### config.mk
export PLATFORM = sky130hd
export DESIGN_NAME = midi_track_event_parser_top_flat
export DESIGN_NICKNAME = d
export VERILOG_FILES = /design/src/rtl/mtep_pkg.sv /design/src/rtl/mtep_if.sv /design/src/rtl/mtep_front.sv /design/src/rtl/mtep_queue.sv /design/src/rtl/mtep_back.sv /design/src/rtl/midi_track_event_parser_top.sv /design/src/flat_wrapper.sv
export VERILOG_INCLUDE_DIRS = /design/src /design/src/rtl
export SDC_FILE = /design/constraint.sdc
export NUM_CORES = 1
export LEC_CHECK = 0
export ABC_AREA = 1
export BUFFER_PORTS_ARGS = -buffer_cell sky130_fd_sc_hd__buf_2
export CORE_ASPECT_RATIO = 0.6
export CORE_MARGIN = 2
export CORE_UTILIZATION = 30
export CTS_CLUSTER_DIAMETER = 40
export DETAILED_ROUTE_END_ITERATION = 7
export PLACE_DENSITY = 0.49
export SLEW_MARGIN = 20
export SYNTH_ARGS = -nofsm -noshare
export SYNTH_HDL_FRONTEND = slang
export SYNTH_HIERARCHICAL = 1
export SYNTH_SLANG_ARGS = --single-unit
### constraint.sdc
create_clock -name clock -period 11.47 [get_ports clock]
set_input_delay 2.294 -clock clock [delete_from_list [all_inputs] [get_ports clock]]
set_output_delay 2.294 -clock clock [all_outputs]
set_load 0.1 [all_outputs]
### src/rtl/midi_track_event_parser_top_assert.svh
`ifndef MIDI_TRACK_EVENT_PARSER_TOP_ASSERT_SVH
`define MIDI_TRACK_EVENT_PARSER_TOP_ASSERT_SVH

// same-cycle implication
`define MTEP_ASSERT_NOW(label, clk, rst, ante, cons) \
   label: assert property (@(posedge clk) disable iff (rst) (ante) |-> (cons)) \
      else $error("mtep assertion failed");

// next-cycle implication
`define MTEP_ASSERT_NEXT(label, clk, rst, ante, cons) \
   label: assert property (@(posedge clk) disable iff (rst) (ante) |=> (cons)) \
      else $error("mtep assertion failed");

`endif

### src/rtl/mtep_pkg.sv
package mtep_pkg;

   localparam logic [2:0] KIND_NOTE    = 3'd0;
   localparam logic [2:0] KIND_PROGRAM = 3'd1;
   localparam logic [2:0] KIND_TEMPO   = 3'd2;
   localparam logic [2:0] KIND_EOT     = 3'd3;
   localparam logic [2:0] KIND_NO_STAT = 3'd4;

   localparam logic [3:0] NIB_NOTE_OFF = 4'h8;
   localparam logic [3:0] NIB_NOTE_ON  = 4'h9;
   localparam logic [3:0] NIB_PROGRAM  = 4'hc;
   localparam logic [3:0] NIB_PRESSURE = 4'hd;

   localparam logic [7:0]  ST_CHAN_MAX = 8'hef;
   localparam logic [7:0]  ST_SYSEX    = 8'hf0;
   localparam logic [7:0]  ST_SYSEX_C  = 8'hf7;
   localparam logic [7:0]  ST_META     = 8'hff;
   localparam logic [7:0]  META_EOT    = 8'h2f;
   localparam logic [7:0]  META_TEMPO  = 8'h51;
   localparam logic [23:0] TEMPO_INIT  = 24'd500000;

   typedef struct packed {
      logic [2:0]  kind;
      logic [7:0]  status;
      logic [7:0]  data_a;
      logic [7:0]  data_b;
      logic [23:0] tempo;
      logic [31:0] tick;
   } mtep_event_type;

   typedef struct packed {
      logic full;
      logic empty;
   } mtep_q_status_type;

   typedef struct packed {
      logic [2:0]  event_kind;
      logic [3:0]  channel;
      logic [6:0]  key;
      logic [7:0]  value;
      logic [23:0] tempo_us;
      logic [31:0] tick;
   } mtep_rsp_type;

endpackage

### src/rtl/mtep_if.sv
interface mtep_req_if;
   logic       valid;
   logic       ready;
   logic [7:0] track_byte;
   logic       new_track;

   modport source (output valid, output track_byte, output new_track, input ready);
   modport sink   (input valid, input track_byte, input new_track, output ready);
endinterface

interface mtep_rsp_if;
   logic        valid;
   logic        ready;
   logic [2:0]  event_kind;
   logic [3:0]  channel;
   logic [6:0]  key;
   logic [7:0]  value;
   logic [23:0] tempo_us;
   logic [31:0] tick;

   modport source (output valid, output event_kind, output channel, output key,
                   output value, output tempo_us, output tick, input ready);
   modport sink   (input valid, input event_kind, input channel, input key,
                   input value, input tempo_us, input tick, output ready);
endinterface

### src/rtl/mtep_front.sv
`include "midi_track_event_parser_top_assert.svh"

module mtep_front (
   input  logic                    clock,
   input  logic                    reset,
   input  logic                    accept,
   input  logic [7:0]              track_byte,
   input  logic                    new_track,
   output logic                    emit,
   output mtep_pkg::mtep_event_type evt
);
   import mtep_pkg::*;

   localparam logic [3:0] PH_DELTA  = 4'd0;
   localparam logic [3:0] PH_STATUS = 4'd1;
   localparam logic [3:0] PH_KEY    = 4'd2;
   localparam logic [3:0] PH_VEL    = 4'd3;
   localparam logic [3:0] PH_PROG   = 4'd4;
   localparam logic [3:0] PH_SKIP   = 4'd5;
   localparam logic [3:0] PH_SYSLEN = 4'd6;
   localparam logic [3:0] PH_MTYPE  = 4'd7;
   localparam logic [3:0] PH_MLEN   = 4'd8;
   localparam logic [3:0] PH_TEMPO  = 4'd9;

   logic [3:0]  phase_ff,  phase_in;
   logic [7:0]  status_ff, status_in;
   logic [31:0] tick_ff,   tick_in;
   logic [31:0] accum_ff,  accum_in;
   logic [7:0]  first_ff,  first_in;
   logic [7:0]  meta_ff,   meta_in;
   logic [31:0] left_ff,   left_in;
   logic [23:0] tempo_ff,  tempo_in;
   logic        done_ff,   done_in;

   logic [3:0]  cur_phase;
   logic [7:0]  cur_status;
   logic [31:0] cur_tick;
   logic [31:0] cur_accum;
   logic [7:0]  cur_first;
   logic [7:0]  cur_meta;
   logic [31:0] cur_left;
   logic [23:0] cur_tempo;
   logic        cur_done;
   logic [3:0]  work_phase;
   logic [31:0] work_left;
   logic [31:0] left_dec;
   logic [31:0] vlq;

   always_comb begin
      cur_phase  = new_track ? PH_DELTA   : phase_ff;
      cur_status = new_track ? 8'h00      : status_ff;
      cur_tick   = new_track ? 32'h0      : tick_ff;
      cur_accum  = new_track ? 32'h0      : accum_ff;
      cur_first  = new_track ? 8'h00      : first_ff;
      cur_meta   = new_track ? 8'h00      : meta_ff;
      cur_left   = new_track ? 32'h0      : left_ff;
      cur_tempo  = new_track ? TEMPO_INIT : tempo_ff;
      cur_done   = new_track ? 1'b0       : done_ff;

      phase_in  = cur_phase;
      status_in = cur_status;
      tick_in   = cur_tick;
      accum_in  = cur_accum;
      first_in  = cur_first;
      meta_in   = cur_meta;
      left_in   = cur_left;
      tempo_in  = cur_tempo;
      done_in   = cur_done;

      emit       = 1'b0;
      evt        = '0;
      evt.status = cur_status;
      evt.data_a = cur_first;
      evt.data_b = track_byte;
      evt.tick   = cur_tick;

      // running status: data byte enters the phase of the held status
      work_phase = cur_phase;
      work_left  = cur_left;
      if (cur_phase == PH_STATUS && !track_byte[7] && cur_status[7]) begin
         unique case (cur_status[7:4]) inside
            NIB_NOTE_OFF, NIB_NOTE_ON: work_phase = PH_KEY;
            NIB_PROGRAM:               work_phase = PH_PROG;
            NIB_PRESSURE: begin
               work_phase = PH_SKIP;
               work_left  = 32'd1;
            end
            default: begin
               work_phase = PH_SKIP;
               work_left  = 32'd2;
            end
         endcase
      end

      left_dec = work_left - 32'd1;
      vlq      = {cur_left[24:0], track_byte[6:0]};

      if (!cur_done) begin
         unique case (work_phase)
            PH_DELTA: begin
               accum_in = {cur_accum[24:0], track_byte[6:0]};
               if (!track_byte[7]) begin
                  tick_in  = cur_tick + accum_in;
                  accum_in = 32'h0;
                  phase_in = PH_STATUS;
               end
            end
            PH_STATUS: begin
               if (!track_byte[7]) begin
                  // no running status: flag, then byte is a one-byte delta
                  emit     = 1'b1;
                  evt.kind = KIND_NO_STAT;
                  tick_in  = cur_tick + {25'h0, track_byte[6:0]};
                  phase_in = PH_STATUS;
               end else if (track_byte <= ST_CHAN_MAX) begin
                  status_in = track_byte;
                  unique case (track_byte[7:4]) inside
                     NIB_NOTE_OFF, NIB_NOTE_ON: phase_in = PH_KEY;
                     NIB_PROGRAM:               phase_in = PH_PROG;
                     NIB_PRESSURE: begin
                        phase_in = PH_SKIP;
                        left_in  = 32'd1;
                     end
                     default: begin
                        phase_in = PH_SKIP;
                        left_in  = 32'd2;
                     end
                  endcase
               end else if (track_byte == ST_SYSEX || track_byte == ST_SYSEX_C) begin
                  left_in  = 32'h0;
                  phase_in = PH_SYSLEN;
               end else if (track_byte == ST_META) begin
                  phase_in = PH_MTYPE;
               end else begin
                  phase_in = PH_DELTA;
               end
            end
            PH_KEY: begin
               first_in = track_byte;
               phase_in = PH_VEL;
            end
            PH_VEL: begin
               phase_in = PH_DELTA;
               emit     = 1'b1;
               evt.kind = KIND_NOTE;
            end
            PH_PROG: begin
               phase_in = PH_DELTA;
               emit     = 1'b1;
               evt.kind = KIND_PROGRAM;
            end
            PH_SKIP: begin
               left_in  = left_dec;
               phase_in = (left_dec == 32'h0) ? PH_DELTA : PH_SKIP;
            end
            PH_SYSLEN: begin
               left_in = vlq;
               if (!track_byte[7]) begin
                  phase_in = (vlq == 32'h0) ? PH_DELTA : PH_SKIP;
               end
            end
            PH_MTYPE: begin
               meta_in  = track_byte;
               left_in  = 32'h0;
               phase_in = PH_MLEN;
            end
            PH_MLEN: begin
               left_in = vlq;
               if (!track_byte[7]) begin
                  if (cur_meta == META_EOT && vlq == 32'h0) begin
                     done_in  = 1'b1;
                     phase_in = PH_DELTA;
                     emit     = 1'b1;
                     evt.kind = KIND_EOT;
                  end else if (cur_meta == META_TEMPO && vlq == 32'd3) begin
                     phase_in = PH_TEMPO;
                  end else begin
                     phase_in = (vlq == 32'h0) ? PH_DELTA : PH_SKIP;
                  end
               end
            end
            PH_TEMPO: begin
               tempo_in = {cur_tempo[15:0], track_byte};
               left_in  = left_dec;
               if (left_dec == 32'h0) begin
                  phase_in  = PH_DELTA;
                  emit      = 1'b1;
                  evt.kind  = KIND_TEMPO;
                  evt.tempo = tempo_in;
               end
            end
            default: phase_in = PH_DELTA;
         endcase
      end
   end

   always_ff @(posedge clock) begin
      if (reset) begin
         phase_ff  <= PH_DELTA;
         status_ff <= 8'h00;
         tick_ff   <= 32'h0;
         accum_ff  <= 32'h0;
         first_ff  <= 8'h00;
         meta_ff   <= 8'h00;
         left_ff   <= 32'h0;
         tempo_ff  <= TEMPO_INIT;
         done_ff   <= 1'b0;
      end else if (accept) begin
         phase_ff  <= phase_in;
         status_ff <= status_in;
         tick_ff   <= tick_in;
         accum_ff  <= accum_in;
         first_ff  <= first_in;
         meta_ff   <= meta_in;
         left_ff   <= left_in;
         tempo_ff  <= tempo_in;
         done_ff   <= done_in;
      end
   end

   `MTEP_ASSERT_NOW(a_done_silent, clock, reset, accept && done_ff && !new_track, !emit)
   `MTEP_ASSERT_NOW(a_status_accum_clear, clock, reset, phase_ff == PH_STATUS, accum_ff == 32'h0)

endmodule

### src/rtl/mtep_queue.sv
`include "midi_track_event_parser_top_assert.svh"

module mtep_queue #(
   parameter int DEPTH = 2
) (
   input  logic                        clock,
   input  logic                        reset,
   input  logic                        push,
   input  mtep_pkg::mtep_event_type    push_data,
   input  logic                        pop,
   output mtep_pkg::mtep_event_type    head,
   output mtep_pkg::mtep_q_status_type status
);
   import mtep_pkg::*;

   localparam int PW = (DEPTH > 1) ? $clog2(DEPTH) : 1;
   localparam int CW = $clog2(DEPTH + 1);

   mtep_event_type mem_ff [DEPTH];
   logic [PW-1:0]  wr_ptr_ff, wr_ptr_in;
   logic [PW-1:0]  rd_ptr_ff, rd_ptr_in;
   logic [CW-1:0]  count_ff,  count_in;

   assign status.full  = (count_ff == CW'(DEPTH));
   assign status.empty = (count_ff == '0);
   assign head         = mem_ff[rd_ptr_ff];

   always_comb begin
      wr_ptr_in = wr_ptr_ff;
      rd_ptr_in = rd_ptr_ff;
      count_in  = count_ff;
      if (push) begin
         wr_ptr_in = (wr_ptr_ff == PW'(DEPTH - 1)) ? '0 : wr_ptr_ff + 1'b1;
      end
      if (pop) begin
         rd_ptr_in = (rd_ptr_ff == PW'(DEPTH - 1)) ? '0 : rd_ptr_ff + 1'b1;
      end
      if (push && !pop) begin
         count_in = count_ff + 1'b1;
      end else if (pop && !push) begin
         count_in = count_ff - 1'b1;
      end
   end

   always_ff @(posedge clock) begin
      if (reset) begin
         wr_ptr_ff <= '0;
         rd_ptr_ff <= '0;
         count_ff  <= '0;
      end else begin
         wr_ptr_ff <= wr_ptr_in;
         rd_ptr_ff <= rd_ptr_in;
         count_ff  <= count_in;
      end
   end

   always_ff @(posedge clock) begin
      if (push) begin
         mem_ff[wr_ptr_ff] <= push_data;
      end
   end

   `MTEP_ASSERT_NOW(a_no_overflow, clock, reset, push, !status.full)
   `MTEP_ASSERT_NOW(a_no_underflow, clock, reset, pop, !status.empty)

endmodule

### src/rtl/mtep_back.sv
module mtep_back (
   input  logic                        clock,
   input  logic                        reset,
   input  mtep_pkg::mtep_event_type    head,
   input  mtep_pkg::mtep_q_status_type q_status,
   output logic                        pop,
   output logic                        rsp_valid,
   input  logic                        rsp_ready,
   output mtep_pkg::mtep_rsp_type      rsp
);
   import mtep_pkg::*;

   logic         valid_ff, valid_in;
   mtep_rsp_type rsp_ff,   rsp_in;

   assign pop = !q_status.empty && (!valid_ff || rsp_ready);

   always_comb begin
      rsp_in            = '0;
      rsp_in.event_kind = head.kind;
      rsp_in.tick       = head.tick;
      unique case (head.kind)
         KIND_NOTE: begin
            rsp_in.channel = head.status[3:0];
            rsp_in.key     = head.data_a[6:0];
            rsp_in.value   = (head.status[7:4] == NIB_NOTE_OFF) ? 8'h00 : head.data_b;
         end
         KIND_PROGRAM: begin
            rsp_in.channel = head.status[3:0];
            rsp_in.value   = head.data_b;
         end
         KIND_TEMPO:   rsp_in.tempo_us = head.tempo;
         default:      rsp_in.tempo_us = 24'h0;
      endcase

      valid_in = valid_ff;
      if (pop) begin
         valid_in = 1'b1;
      end else if (rsp_ready) begin
         valid_in = 1'b0;
      end
   end

   always_ff @(posedge clock) begin
      if (reset) begin
         valid_ff <= 1'b0;
      end else begin
         valid_ff <= valid_in;
      end
   end

   always_ff @(posedge clock) begin
      if (pop) begin
         rsp_ff <= rsp_in;
      end
   end

   assign rsp_valid = valid_ff;
   assign rsp       = rsp_ff;

endmodule

### src/rtl/midi_track_event_parser_top.sv
// Byte-serial parser for the data of one standard MIDI file track. It takes one byte per
// clock cycle with no gaps of its own; the only stall comes from the event queue filling
// when the result side holds back. The parser state is updated at the byte's acceptance and
// an event is queued at the same edge; the event then moves into the output register, which
// raises rsp valid, once that register is empty or its response is being taken. QUEUE_DEPTH
// events can wait between parser and output register before the byte side stalls. Raise
// new_track with the first byte of each track.
module midi_track_event_parser_top #(
   parameter int QUEUE_DEPTH = 2
) (
   input  logic              clock,
   input  logic              reset,
   mtep_req_if.sink          req_bus,
   mtep_rsp_if.source        rsp_bus
);
   import mtep_pkg::*;

   logic              accept;
   logic              emit;
   logic              pop;
   mtep_event_type    evt;
   mtep_event_type    head;
   mtep_q_status_type q_status;
   mtep_rsp_type      rsp;

   assign req_bus.ready = !q_status.full;
   assign accept        = req_bus.valid && req_bus.ready;

   mtep_front u_front (
      .clock      (clock),
      .reset      (reset),
      .accept     (accept),
      .track_byte (req_bus.track_byte),
      .new_track  (req_bus.new_track),
      .emit       (emit),
      .evt        (evt)
   );

   mtep_queue #(
      .DEPTH (QUEUE_DEPTH)
   ) u_queue (
      .clock     (clock),
      .reset     (reset),
      .push      (accept && emit),
      .push_data (evt),
      .pop       (pop),
      .head      (head),
      .status    (q_status)
   );

   mtep_back u_back (
      .clock     (clock),
      .reset     (reset),
      .head      (head),
      .q_status  (q_status),
      .pop       (pop),
      .rsp_valid (rsp_bus.valid),
      .rsp_ready (rsp_bus.ready),
      .rsp       (rsp)
   );

   assign rsp_bus.event_kind = rsp.event_kind;
   assign rsp_bus.channel    = rsp.channel;
   assign rsp_bus.key        = rsp.key;
   assign rsp_bus.value      = rsp.value;
   assign rsp_bus.tempo_us   = rsp.tempo_us;
   assign rsp_bus.tick       = rsp.tick;

endmodule
### src/flat_wrapper.sv
// flat-port wrapper written by rule: the top's interface ports become plain ports
module midi_track_event_parser_top_flat import mtep_pkg::*;
#(
   parameter int QUEUE_DEPTH = 2
)
  (clock, reset, req_bus_valid, req_bus_track_byte, req_bus_new_track, req_bus_ready, rsp_bus_valid, rsp_bus_event_kind, rsp_bus_channel, rsp_bus_key, rsp_bus_value, rsp_bus_tempo_us, rsp_bus_tick, rsp_bus_ready);
  mtep_req_if req_bus_i ();
  mtep_rsp_if rsp_bus_i ();
  input  logic clock;
  input  logic reset;
  input wire logic [$bits(req_bus_i.valid)-1:0] req_bus_valid;
  input wire logic [$bits(req_bus_i.track_byte)-1:0] req_bus_track_byte;
  input wire logic [$bits(req_bus_i.new_track)-1:0] req_bus_new_track;
  output wire logic [$bits(req_bus_i.ready)-1:0] req_bus_ready;
  output wire logic [$bits(rsp_bus_i.valid)-1:0] rsp_bus_valid;
  output wire logic [$bits(rsp_bus_i.event_kind)-1:0] rsp_bus_event_kind;
  output wire logic [$bits(rsp_bus_i.channel)-1:0] rsp_bus_channel;
  output wire logic [$bits(rsp_bus_i.key)-1:0] rsp_bus_key;
  output wire logic [$bits(rsp_bus_i.value)-1:0] rsp_bus_value;
  output wire logic [$bits(rsp_bus_i.tempo_us)-1:0] rsp_bus_tempo_us;
  output wire logic [$bits(rsp_bus_i.tick)-1:0] rsp_bus_tick;
  input wire logic [$bits(rsp_bus_i.ready)-1:0] rsp_bus_ready;
  assign req_bus_i.valid = req_bus_valid;
  assign req_bus_i.track_byte = req_bus_track_byte;
  assign req_bus_i.new_track = req_bus_new_track;
  assign req_bus_ready = req_bus_i.ready;
  assign rsp_bus_valid = rsp_bus_i.valid;
  assign rsp_bus_event_kind = rsp_bus_i.event_kind;
  assign rsp_bus_channel = rsp_bus_i.channel;
  assign rsp_bus_key = rsp_bus_i.key;
  assign rsp_bus_value = rsp_bus_i.value;
  assign rsp_bus_tempo_us = rsp_bus_i.tempo_us;
  assign rsp_bus_tick = rsp_bus_i.tick;
  assign rsp_bus_i.ready = rsp_bus_ready;
  midi_track_event_parser_top #(.QUEUE_DEPTH(QUEUE_DEPTH)) u_core (.clock(clock), .reset(reset), .req_bus(req_bus_i), .rsp_bus(rsp_bus_i));
endmodule
== Word level (Yosys, flattened, before mapping) ==
Memory sizes are Yosys's and may differ from the RTL's. A register that Yosys moved wholly into a read port is not among the register bits.
Index checks and enable logic that the tools add are counted.

* Bits in registers: 232
* Bits in writable memories: 166
* Bits of input ports: 13
* Output and inout port bits: 80
* Word-level logic and storage cells: 168
* Memories kept: 1

* $add $sub $neg: 7
* Magnitude comparators: 1
* Equality and inequality tests: 28
* Muxes and demuxes: 80
* Reduce and logical (&&, ||, !) cells: 32

{| class="wikitable"
|+ Memory list
! name !! words !! bits a word !! rd ports !! clocked after Yosys merged registers in !! wr ports !! line !! text
|-
| u_core.u_queue.mem_ff || 2 || 83 || 1 || 1 || 1 || mtep_queue.sv:19 || <nowiki>mtep_event_type mem_ff [DEPTH];</nowiki>
|}

{| class="wikitable"
|+ Operator list
! cell !! count
|-
| 32-bit two-way mux || 14
|-
| 32-bit one-hot mux with 2 select lines || 3
|-
| 24-bit two-way mux || 6
|-
| 32-bit one-hot mux with 4 select lines || 1
|-
| 8-bit two-way mux || 12
|-
| 32-bit logical NOT || 2
|-
| 4-bit equality test, second input constant || 11
|-
| 4-bit two-way mux || 11
|-
| 32-bit adder || 1
|-
| 32-bit by 7-bit adder with 32-bit output || 1
|-
| 32-bit by 2-bit equality test with 1-bit output, second input constant || 1
|-
| 4-bit one-hot mux with 8 select lines || 1
|-
| 32-bit by 1-bit subtractor with 32-bit output, second input constant || 1
|-
| 8-bit equality test, second input constant || 3
|-
| 3-bit two-way mux || 6
|-
| 4-bit by 3-bit equality test with 1-bit output, second input constant || 4
|-
| 1-bit two-way mux || 16
|-
| 8-bit one-hot mux with 2 select lines || 1
|-
| 3-bit one-hot mux with 2 select lines || 2
|-
| 3-bit one-hot mux with 4 select lines || 1
|-
| 2-bit OR reduction || 6
|-
| 2-bit two-way mux || 5
|-
| 1-bit logical AND || 9
|-
| 4-bit by 1-bit equality test with 1-bit output, second input constant || 2
|-
| other kinds (18) || 28
|}

== Logic depth before layout (Yosys ltp) ==
Gate-level depths: netlist of the first run.

* Depth after elaboration: 15
* Gate-level depth with buffers: 30
* Mapped depth without buffers: 30

== Modules after synthesis ==
The synthesis of the first run kept the hierarchy.

{| class="wikitable"
|+ By module, submodules not included
! module !! instances !! cells an instance !! area an instance (sq um) !! seq. area each (sq um)
|-
| mtep_front || 1 || 2,099 || 12,187.9 || 2,682.6
|-
| mtep_queue || 1 || 291 || 6,565.0 || 5,084.9
|-
| mtep_back || 1 || 180 || 2,783.9 || 2,362.3
|-
| midi_track_event_parser_top || 1 || 5 || 23.8 || 0.0
|}

== Worst setup path after synthesis of the first run ==
Ideal clock, no wire load.

* Path type: input to register
* From: in req_bus_new_track
* To: mem u_core/u_queue/mem_ff[0][0] in the netlist's numbering, enable pin
* Library setup time: 0.526 ns
* Arrival time: 8.175 ns
* Data required time: 10.944 ns
* Path slack: 2.769 ns
* Stages on the path: 21
* Path buffers: 0
* Path through: nor2_4 -> nand2_2 -> nor2_8 -> nand3_4 -> a21boi_2 -> ha_1 -> nand2_1 -> nor2_4 -> nand2_1 -> xor2_1 -> nor2_1 -> nand2_1 -> nor2_2 -> nand4_1 -> nand3_1 -> nand2_1 -> inv_1 -> inv_1 -> nor2_2 -> inv_1 -> nor2_1

* Longest elaborated chain between the ends: 13
* Elaborated cells between the ends (all ways): 37
* Those cells by class: 1 x add/sub; 11 x eq/ne; 16 x mux; 9 x reduce/logical

{| class="wikitable"
|+ Ends and longest elaborated chain
! what !! line !! text
|-
| start: declaration || flat_wrapper.sv:13 || <nowiki>input wire logic [$bits(req_bus_i.new_track)-1:0] req_bus_new_track;</nowiki>
|-
| 8-bit two-way mux or 4-bit two-way mux (tied branches) || mtep_front.sv:51, mtep_front.sv:50 ||
|-
| 4-bit equality test (no line) or 4-bit by 1-bit equality test with 1-bit output (tied branches) || n/a ||
|-
| 3-bit OR reduction (no line) or 1-bit logical AND (tied branches) || n/a ||
|-
| 32-bit one-hot mux with 2 select lines or 1-bit logical AND (tied branches) || mtep_front.sv:81, mtep_front.sv:80 ||
|-
| 32-bit two-way mux || mtep_front.sv:80 || <nowiki>if (cur_phase == PH_STATUS && !track_byte[7] && cur_status[7]) begin</nowiki>
|-
| 32-bit by 1-bit subtractor with 32-bit output || mtep_front.sv:95 || <nowiki>left_dec = work_left - 32'd1;</nowiki>
|-
| 32-bit logical NOT || mtep_front.sv:185 || <nowiki>if (left_dec == 32'h0) begin</nowiki>
|-
| 1-bit two-way mux || mtep_front.sv:185 ||
|-
| 1-bit one-hot mux with 4 select lines || mtep_front.sv:99 || <nowiki>unique case (work_phase)</nowiki>
|-
| 1-bit two-way mux (*) || mtep_front.sv:98 || <nowiki>if (!cur_done) begin</nowiki>
|-
| via u_core.emit || midi_track_event_parser_top.sv:19 || <nowiki>logic emit;</nowiki>
|-
| 1-bit logical AND (*) || midi_track_event_parser_top.sv:44 || <nowiki>.push (accept && emit),</nowiki>
|-
| 1-bit two-way mux (*) || mtep_queue.sv:58 || <nowiki>if (push) begin</nowiki>
|-
| 1-bit two-way mux (not written as such) (*) || mtep_queue.sv:59 || <nowiki>mem_ff[wr_ptr_ff] <= push_data;</nowiki>
|-
| end: declaration || mtep_queue.sv:19 ||
|}

Mark *: on every way through the listed nets, which the timed path passes. The rest lies on a longest branch.

== Worst setup path in the final report of the first run ==
* From: in req_bus_new_track
* To: mem u_core/u_queue/mem_ff[1][30] in the netlist's numbering, enable pin

The elaborated chain is that of the path after synthesis.

==> summary.md, run 1 <==
| Metric | Value |
|---|---|
| Status | `finished clean` |
| Final Hold Viols | `0` |
| Initial core utilization | `0.305` |
| Input/output buffers | `92` |
| Leak Pwr | `between 9 and 10 nW` |
| Critical Path Source Type | `primary input` |
| WHS | `roughly 0.46 ns` |
| Initial antenna violation count | `3` |
| CTS Sinks | `approximately 380` |
| Register area | `between 0.01 and 0.015 mm2` |
| GR Overflow Total | `0` |
| Final HPWL DP | `around 50 mm` |
| PostCTS Resize Cnt | `0` |
| Least-Margin Pin Slew | `between 0.9 and 1 ns` |
| Fraction of layout cells with a size suffix above 1 | `0.139` |
| First-pass GRT wire length | `108 mm` |
| Req. time, crit path | `around 12 ns` |
| # rows | `75` |
| DRC | `0` |
| RePlAce Congestion | `between 0.9 and 1` |
| Worst EP arrival | `just under 8 ns` |
| # H-tree levels | `2` |
| Number of max-slew violations in the final report | `0` |
| Mapped Area | `0.0214 mm2` |
| Iteration count of the initial detailed-routing pass | `6` |
| Layout Nets | `about 2700` |
| Final core utilization | `0.347` |
| Yosys warnings | `6` |
| Final setup violating endpoints | `0` |
| Worst path bufs/invs | `6` |
| Peak VDD IR | `around 0.23 mV` |
| Pwr dens | `243 mW/mm2` |
| Place WS | `between 3 and 4 ns` |
| Final Total Pwr | `5.93 mW` |
| Worst-path clk slew | `0.05 ns` |
| DIE WIDTH | `349 um` |
| Die area | `0.0737 mm2` |
| Routed Antenna Nets | `0` |
| Vias in the first global route | `between 15000 and 20000` |
| Crit-path leading delay family | `simple AND/OR/NAND/NOR gates` |
| Worst Hold Class | `reg2reg` |
| Routed WL | `roughly 72 mm` |
| RSZ-0062 raised after global routing | `false` |
| Routed vias | `roughly 18000` |
| Finished Cell Area | `0.0244 mm2` |
| Clock Tree Buf Depth | `3` |
| Max-slew headroom | `0.334` |
| Crit-path cells | `buf_2, inv_2, nand2_1, nand2_1, nand2_1, nand2_1, nor2_1, nand3_1, nand2_1, nand2_1, nor2_1, nand2_1, nor2_1, nand4_1, nand3_1, nand2_1, inv_1, inv_1, nor2_2, nand2_1, inv_4, buf_4` |
| Commonest non-fill, non-tap cell in the layout | `nand2_1` |
| Avg Inst Size Synth | `around 8.4 um2` |
| Drt via density | `~5` |
| Die height | `between 200 and 250 um` |
| Final Cycle Share | `0.663` |
| Worst-path maximum fanout | `between 50 and 60` |
| First-iteration detailed-routing DRC count | `about 2000` |
| Number of buffers created by CTS | `51` |
| Multi-input logic area | `approximately 0.0094 mm2` |
| Largest net degree at the start of global routing | `70` |
| Syn nets | `roughly 2600` |
| Postcts setup bufs | `0` |
| Setup TNS | `0 ns` |
| Fillers | `between 7000 and 8000` |
| Max_cap viols | `0` |
| Most frequent cells in the layout | `nand2_1 (454), inv_1 (337), nor2_1 (305)` |
| Most frequent CP cell | `nand2_1` |
| Critical Path End Type | `flip-flop` |
| Setup Skew | `slightly below 0.05 ns` |
| Fin worst setup slack | `3.86 ns` |
| Routed length per instance | `around 20 um` |
| Core area | `about 0.070 mm2` |
| Root Driver | `clkbuf_16` |
| Gr usage total | `0.191` |
| Fmax | `~130 MHz` |
| Slowest cell delay on critical path | `between 0.7 and 0.8 ns` |
| CTS tree | `yes` |
| Post-CTS Hold Fix Bufs | `0` |
| Crit Path Category | `in2reg` |
| Post-synthesis cell count | `around 2600` |
| Final Non-Filler Cells | `between 3000 and 4000` |
| Area Overhead vs Synth | `13.8%` |
| Worst skew pair latency | `0.63 ns` |
| CP max stage cell | `nor2_1` |
| Diodes inserted | `0` |
| Area of placed instances | `approximately 0.023 mm2` |
| Top-Level Pins | `93` |
| Placed insts | `around 3500` |
| Fin crit period | `roughly 7.6 ns` |
## report_power, final
| group | switching (mW) | internal (mW) |
|---|---|---|
| registers | 0.102 | 1.75 |
| logic | 1.94 | 0.493 |
| clock network | 0.703 | 0.934 |
## path summary, 6_finish.rpt
kind	startpoint	endpoint	slack [ns]	depth (start not counted)
setup reg to reg	u_core/u_front/phase_ff[0]	u_core/u_queue/mem_ff[1][30]	5.64	24
hold / removal	u_core/u_front/accum_ff[4]	u_core/u_front/accum_ff[4]	0.46	2
setup / recovery	req_bus_new_track	u_core/u_queue/mem_ff[1][30]	3.86	22
hold reg to reg	u_core/u_front/accum_ff[4]	u_core/u_front/accum_ff[4]	0.46	2
## flip-flops by register name, indices dropped and copies added, names as in the netlist, named ones only
signal,count
u_core/u_back/rsp_valid,1
u_core/u_front/tick_ff,32
u_core/u_queue/count_ff,2
u_core/u_queue/rd_ptr_ff,1
u_core/u_back/rsp,78
u_core/u_front/first_ff,7
u_core/u_queue/wr_ptr_ff,1
u_core/u_front/meta_ff,8
u_core/u_front/done_ff,1
u_core/u_front/tempo_ff,16
u_core/u_front/phase_ff,4
u_core/u_front/status_ff,8
u_core/u_front/accum_ff,25
u_core/u_front/left_ff,32
u_core/u_queue/mem_ff,164
## layer usage
metal  vias to the layer above  GRT usage  share of wire
li1                       8811          -              -
met1                      8791      0.319           0.53
met2                       714      0.249           0.37
met3                        63     0.0343          0.084
met4                         0     0.0328          0.011
met5                         -          0              0
## worst reg2reg max path: stages, from the launching register on
cell	delay (ns)
dfxtp_1	0.33
inv_1	0.05
nor2_1	0.20
nand2_2	0.13
nor2_8	0.15
nand3_4	0.39
a21boi_2	0.44
ha_1	0.30
inv_1	0.06
nor2_1	0.32
nand2_1	0.16
o21ai_1	0.15
nand2_1	0.07
nor2_1	0.23
nand2_1	0.11
nor2_2	0.14
nand4_1	0.43
nand3_1	0.21
nand2_1	0.06
inv_1	0.06
inv_1	0.04
nor2_2	0.16
nand2_1	0.11
inv_4	0.60
buf_4	0.52
## layout make-up
class	count	area share
repair buffers	124	0.0292
well taps	924	0.0474
clock buffers	57	0.0541
multi-input cells	1709	0.385
inverters	352	0.0545
flip-flops and latches	381	0.412
clock inverters	39	0.0179
Note: power is estimated with default switching activity, not from simulation.
==> run 2: changes to the inputs <==
--- a/config.mk
+++ b/config.mk
@@ -6,7 +6,7 @@
 export SDC_FILE = /design/constraint.sdc
 export NUM_CORES = 1
 export LEC_CHECK = 0
-export ABC_AREA = 1
+export ABC_AREA = 0
 export BUFFER_PORTS_ARGS = -buffer_cell sky130_fd_sc_hd__buf_2
 export CORE_ASPECT_RATIO = 0.6
 export CORE_MARGIN = 2
==> constraint.sdc (replaced) <==
create_clock -name clock -period 7.9 [get_ports clock]
set_input_delay 1.58 -clock clock [delete_from_list [all_inputs] [get_ports clock]]
set_output_delay 1.58 -clock clock [all_outputs]
set_load 0.1 [all_outputs]
==> summary.md, run 2 <==
| Metric | Value |
|---|---|
| CTS tree | `yes` |
| Routed Antenna Nets | `0 (unchanged)` |
| Net Sw Frac | `0.413 (-0.0498)` |
| Final core utilization | `0.348 (+0.000745)` |
| RePlAce Congestion | `0.936 (-0.30%)` |
| Critical Path End Type | `flip-flop` |
| First-iteration detailed-routing DRC count | `1484 (-25%)` |
| Routed WL | `56.4 mm (-21%)` |
| Worst skew pair latency | `0.58 ns (-0.05 ns)` |
| Die area | `0.0660 mm2 (-10%)` |
| Req. time, crit path | `8.10 ns (-3.63 ns)` |
| PostCTS Resize Cnt | `0 (unchanged)` |
| Worst-case reg-to-reg path depth | `18 (-25%)` |
| Final Hold Viols | `0 (unchanged)` |
| Fillers | `6354 (-12%)` |
| Final Cycle Share | `0.816` |
| Syn nets | `1886 (-28%)` |
| Least-Margin Pin Slew | `1.06 ns (+0.0616 ns)` |
| Fin crit period | `6.44 ns` |
| Most frequent cells in the layout | `edfxtp_1 (242), nor2_1 (221), dfxtp_1 (138)` |
| Postcts setup bufs | `0 (unchanged)` |
| Peak VDD IR | `0.177 mV (-21%)` |
| Fin worst setup slack | `1.46 ns (-2.41 ns)` |
| Post-CTS Hold Fix Bufs | `0 (unchanged)` |
| Initial core utilization | `0.305 (about the same)` |
| Worst Hold Class | `reg2reg` |
| Top-Level Pins | `93 (unchanged)` |
| Fraction of layout cells with a size suffix above 1 | `0.165 (+0.0264)` |
| Gr usage total | `0.170 (-0.0216)` |
| First-pass GRT wire length | `86.5 mm (-20%)` |
| Net switching power figure | `2.84 mW (+3.6%)` |
| Post-synthesis cell count | `1837 (-28%)` |
| Flop pwr share | `0.365 (+0.052)` |
| Cell-internal power | `4.04 mW (+27%)` |
| CTS Sinks | `381 (unchanged)` |
| Commonest non-fill, non-tap cell in the layout | `edfxtp_1` |
| # H-tree levels | `2 (unchanged)` |
| Routed length per instance | `20.4 um (+2.3%)` |
| Final HPWL DP | `38.2 mm (-25%)` |
| Root Driver | `clkbuf_16` |
| Fmax | `155 MHz` |
| Number of buffers created by CTS | `44 (-14%)` |
| Area of placed instances | `0.0204 mm2 (-10%)` |
| Die height | `200 um (-5.3%)` |
| DRC | `12 (+12)` |
| Place WS | `1.00 ns (-2.14 ns)` |
| Hold Path Depth | `2 (unchanged)` |
| Worst EP arrival | `6.64 ns (-1.23 ns)` |
| Largest net degree at the start of global routing | `77 (+10%)` |
| Crit Path Category | `in2reg` |
| Yosys warnings | `6 (unchanged)` |
| Layout Nets | `1935 (-27%)` |
| Max-slew headroom | `0.291 (-0.0428)` |
| Worst-path clk slew | `0.06 ns (about the same)` |
| Mapped Area | `0.0192 mm2 (-11%)` |
| Leak Pwr | `7.78 nW (-22%)` |
| Final setup violating endpoints | `0 (unchanged)` |
| Drt via density | `5.31 (+3.5%)` |
| Critical Path Source Type | `primary input` |
| Core area | `0.0629 mm2 (-11%)` |
| Clock power frac | `0.305 (+0.029)` |
| Iteration count of the initial detailed-routing pass | `8 (+2)` |
| Max reg flops | `164 (unchanged)` |
| Status | `finished, violations left` |
| Max_cap viols | `0 (unchanged)` |
| Worst-path maximum fanout | `37 (-35%)` |
| # rows | `71 (-5.3%)` |
| Avg Inst Size Synth | `10.4 um2 (+25%)` |
| Setup Skew | `0.0368 ns (-0.0126 ns)` |
| Routed vias | `14600 (-20%)` |
| Pwr dens | `315 mW/mm2 (+29%)` |
| Comb pwr share | `0.330 (-0.080)` |
| Setup TNS | `0 ns (unchanged)` |
| Failing checks | `design-rule violations` |
| Vias in the first global route | `13800 (-20%)` |
| GR Overflow Total | `0 (unchanged)` |
| Input/output buffers | `92 (unchanged)` |
| Area Overhead vs Synth | `14.1%` |
| Finished Cell Area | `0.0219 mm2 (-10%)` |
| RSZ-0062 raised after global routing | `false` |
| Number of max-slew violations in the final report | `0 (unchanged)` |
| Top reg by flops | `u_core/u_queue/mem_ff` |
| Initial antenna violation count | `0 (-3)` |
| Clock Tree Buf Depth | `3 (unchanged)` |
| DIE WIDTH | `330 um (-5.4%)` |
==> run 2: area by class of cell <==
class                           instances  area [um2]  area share
Sequential cell                       381       10100       0.459
Multi-Input combinational cell       1304        8420       0.385
Clock buffer                           60        1200      0.0549
Tap cell                              839        1050      0.0480
Timing Repair Buffer                  124         743      0.0340
Clock inverter                         21         290      0.0133
Inverter                               31         116     0.00532
Antenna cell                            1        2.50    0.000114
==> run 2: metal layers <==
layer | GRT usage | routed length, um | vias up
li1 | - | - | 6900
met1 | 0.274 | 29500 | 7171
met2 | 0.227 | 22000 | 512
met3 | 0.0376 | 4090 | 66
met4 | 0.0307 | 765 | 0
met5 | 0 | 0 | -
==> run 2: critical path, stage by stage <==
cell and delay (ns):
buf_4 0.25, nand4bb_1 0.41, nor4_4 0.34, buf_4 0.29
o21ai_0 0.20, inv_1 0.15, ha_1 0.45, nor4b_1 0.29
nand4_1 0.29, nor2_1 0.22, xnor2_1 0.13, a21oi_1 0.12
nor4_1 0.38, and4_4 0.30, nand3_1 0.11, a21oi_1 0.17
and3b_1 0.26, nor2b_4 0.21, buf_4 0.42
==> run 2: final timing paths <==
path	from	end	slack, ns
min reg2reg	u_core/u_front/tick_ff[7]	u_core/u_front/tick_ff[7]	0.48
max reg2reg	u_core/u_front/phase_ff[3]	u_core/u_queue/mem_ff[0][8]	2.28
max	req_bus_new_track	u_core/u_queue/mem_ff[0][8]	1.46
min	u_core/u_front/tick_ff[7]	u_core/u_front/tick_ff[7]	0.48
==> run 2: per-stage QoR <==
stage	power, mW	std cells	hold slack (ns)
after global placement	4.82	2678	0.456
after global routing	7.17	2760	0.505
after floorplan	4.44	1837	0.440
after detailed placement	4.84	2679	0.474
final	6.88	2761	0.484
after CTS	6.97	2760	0.484
==> run 2: power groups by stage <==
stage,registers [mW],logic (mW),clock network [mW]
2_1_floorplan,3.85,0.596,0
3_3_place_gp,2.56,2.27,0
3_5_place_dp,2.56,2.28,0
4_1_cts,2.52,2.28,2.17
5_1_grt,2.54,2.38,2.25
6_report,2.51,2.27,2.10
==> run 3: changes to the inputs <==
==> constraint.sdc (replaced) <==
create_clock -name clock -period 6.3 [get_ports clock]
set_input_delay 1.26 -clock clock [delete_from_list [all_inputs] [get_ports clock]]
set_output_delay 1.26 -clock clock [all_outputs]
set_load 0.1 [all_outputs]
==> summary.md, run 3 (same netlist as run 2, synthesis figures left out) <==
| Metric | Value |
|---|---|
| Status | `finished, violations left` |
| Failing checks | `design-rule violations` |
| Initial antenna violation count | `0 (unchanged)` |
| Place WS | `0.247 ns (-0.753 ns)` |
| Area Overhead vs Synth | `15.1%` |
| Worst Hold Class | `reg2reg` |
| CTS Sinks | `381 (unchanged)` |
| Largest net degree at the start of global routing | `72 (-6.5%)` |
| Critical Path End Type | `flip-flop` |
| Layout Nets | `1953 (+0.93%)` |
| Input/output buffers | `92 (unchanged)` |
| Initial core utilization | `0.305 (unchanged)` |
| Drt via density | `5.35 (+0.79%)` |
| Die area | `0.0660 mm2 (unchanged)` |
| Fmax | `180 MHz` |
| Root Driver | `clkbuf_16` |
| Worst-path clk slew | `0.06 ns (about the same)` |
| Clock Tree Buf Depth | `3 (unchanged)` |
| Pwr dens | `393 mW/mm2 (+25%)` |
| Setup TNS | `0 ns (unchanged)` |
| CP startpoint | `req_bus_track_byte[7]` |
| Worst skew pair latency | `0.58 ns (about the same)` |
| Crit Path Category | `in2reg` |
| CP endpoint | `u_core/u_queue/mem_ff[0][6]` |
| Gr usage total | `0.171 (+0.00147)` |
| Core area | `0.0629 mm2 (unchanged)` |
| Commonest non-fill, non-tap cell in the layout | `edfxtp_1` |
| Final HPWL DP | `39.6 mm (+3.6%)` |
| Routed WL | `57.3 mm (+1.5%)` |
| # rows | `71 (unchanged)` |
| Top-Level Pins | `93 (unchanged)` |
| Worst-path maximum fanout | `48 (+30%)` |
| R2r endpoint | `u_core/u_queue/mem_ff[0][6]` |
| CTS tree | `yes` |
| RSZ-0062 raised after global routing | `false` |
| Number of max-slew violations in the final report | `0 (unchanged)` |
| Die height | `200 um (unchanged)` |
| Setup Skew | `0.0363 ns (-0.000560 ns)` |
| Final Cycle Share | `0.883` |
| Worst-case reg-to-reg path depth | `17 (-1)` |
| Iteration count of the initial detailed-routing pass | `7 (-1)` |
| R2r setup slk | `1.14 ns (-1.14 ns)` |
| First-iteration detailed-routing DRC count | `1458 (-1.8%)` |
| Diodes inserted | `0 (-1)` |
| Leak Pwr | `7.88 nW (+1.4%)` |
| Fin crit period | `about 5.6 ns` |
| Least-Margin Pin Slew | `1.11 ns (+0.0445 ns)` |
| Number of buffers created by CTS | `46 (+4.5%)` |
| Most frequent cells in the layout | `edfxtp_1 (242), nor2_1 (221), dfxtp_1 (138)` |
| Final Hold Viols | `0 (unchanged)` |
| Vias in the first global route | `14000 (+1.8%)` |
| Final core utilization | `0.351 (+0.00277)` |
| WHS | `0.485 ns (+0.00144 ns)` |
| Max-slew headroom | `0.261 (-0.0307)` |
| DIE WIDTH | `330 um (unchanged)` |
| RePlAce Congestion | `0.905 (-3.4%)` |
| First-pass GRT wire length | `87.3 mm (+0.93%)` |
| Top reg by flops | `u_core/u_queue/mem_ff` |
| Max_cap viols | `0 (unchanged)` |
| Final setup violating endpoints | `0 (unchanged)` |
| Req. time, crit path | `6.54 ns (-1.56 ns)` |
| Fin worst setup slack | `0.736 ns (-0.720 ns)` |
| Worst EP arrival | `5.80 ns (-0.84 ns)` |
| Peak VDD IR | `0.237 mV (+33%)` |
| Min-delay src | `u_core/u_front/tick_ff[7]` |
| Routed vias | `14900 (+1.5%)` |
| PostCTS Resize Cnt | `0 (unchanged)` |
| Postcts setup bufs | `0 (unchanged)` |
| Critical Path Source Type | `primary input` |
| RR Startpoint | `u_core/u_front/phase_ff[0]` |
| DRC | `10 (-2)` |
| GR Overflow Total | `0 (unchanged)` |
| Routed Antenna Nets | `0 (unchanged)` |
| Max reg flops | `164 (unchanged)` |
| Routed length per instance | `20.6 um (+0.80%)` |
| Fraction of layout cells with a size suffix above 1 | `0.178 (+0.0127)` |
| Finished Cell Area | `0.0221 mm2 (+0.80%)` |
| # H-tree levels | `2 (unchanged)` |
| Area of placed instances | `0.0205 mm2 (+0.58%)` |
| Post-CTS Hold Fix Bufs | `0 (unchanged)` |
-- run 3: cell types whose count changed in the layout (fill, tap and decap cells not counted), sizes merged --
cell,before,now
clkbuf,60,56
diode,1,0
bufinv,5,4
clkinvlp,3,5
clkinv,8,14
inv,36,37
buf,124,140
-- run 3: power by group --
part           total [mW]  internal (mW)  switching [mW]  leakage [nW]
clock network        2.69           1.58            1.11         0.743
logic                2.81          0.456            2.36          3.73
registers            3.17           3.04           0.131          3.42
-- run 3: layout make-up --
type / count / area, um2
Fill cell: 6349 / 40800
Sequential cell: 381 / 10100
Multi-Input combinational cell: 1304 / 8440
Clock buffer: 56 / 1230
Tap cell: 839 / 1050
Timing Repair Buffer: 140 / 851
Clock inverter: 29 / 317
Inverter: 31 / 116
-- run 3: layer usage --
layer	up-vias	share of wire	global-route usage
met5	-	0	0
met1	7323	0.52	0.276
met3	77	0.076	0.0337
met2	545	0.39	0.233
met4	0	0.014	0.0290
li1	6922	-	-
-- run 3: worst min path at each step --
stage,to,slack [ns],cells after the start
after floorplan,u_core/u_front/accum_ff[6],0.44,2
after global placement,u_core/u_front/tick_ff[20],0.46,2
after detailed placement,u_core/u_front/tick_ff[7],0.47,2
after CTS,u_core/u_front/tick_ff[7],0.48,2
after global routing,u_core/u_front/tick_ff[7],0.52,2
final,u_core/u_front/tick_ff[7],0.49,2
-- run 3: critical path, stage by stage --
cell and delay [ns]:
buf_2 0.15, nand4bb_1 0.41, nor4_4 0.45, o21ai_0 0.19
inv_1 0.13, ha_1 0.20, nor4b_1 0.22, nand4_1 0.31
nor2_1 0.24, xnor2_1 0.14, a21oi_1 0.10, nor4_1 0.37
and4_4 0.31, nand3_1 0.08, a21oi_1 0.20, and3b_1 0.28
nor2b_4 0.37, buf_12 0.30
-- run 3: through the flow --
step                      instances  power, mW
after floorplan                1837       5.57
after global placement         2695       6.05
after detailed placement       2695       6.06
after CTS                      2780       8.79
after global routing           2780       9.03
final                          2780       8.67
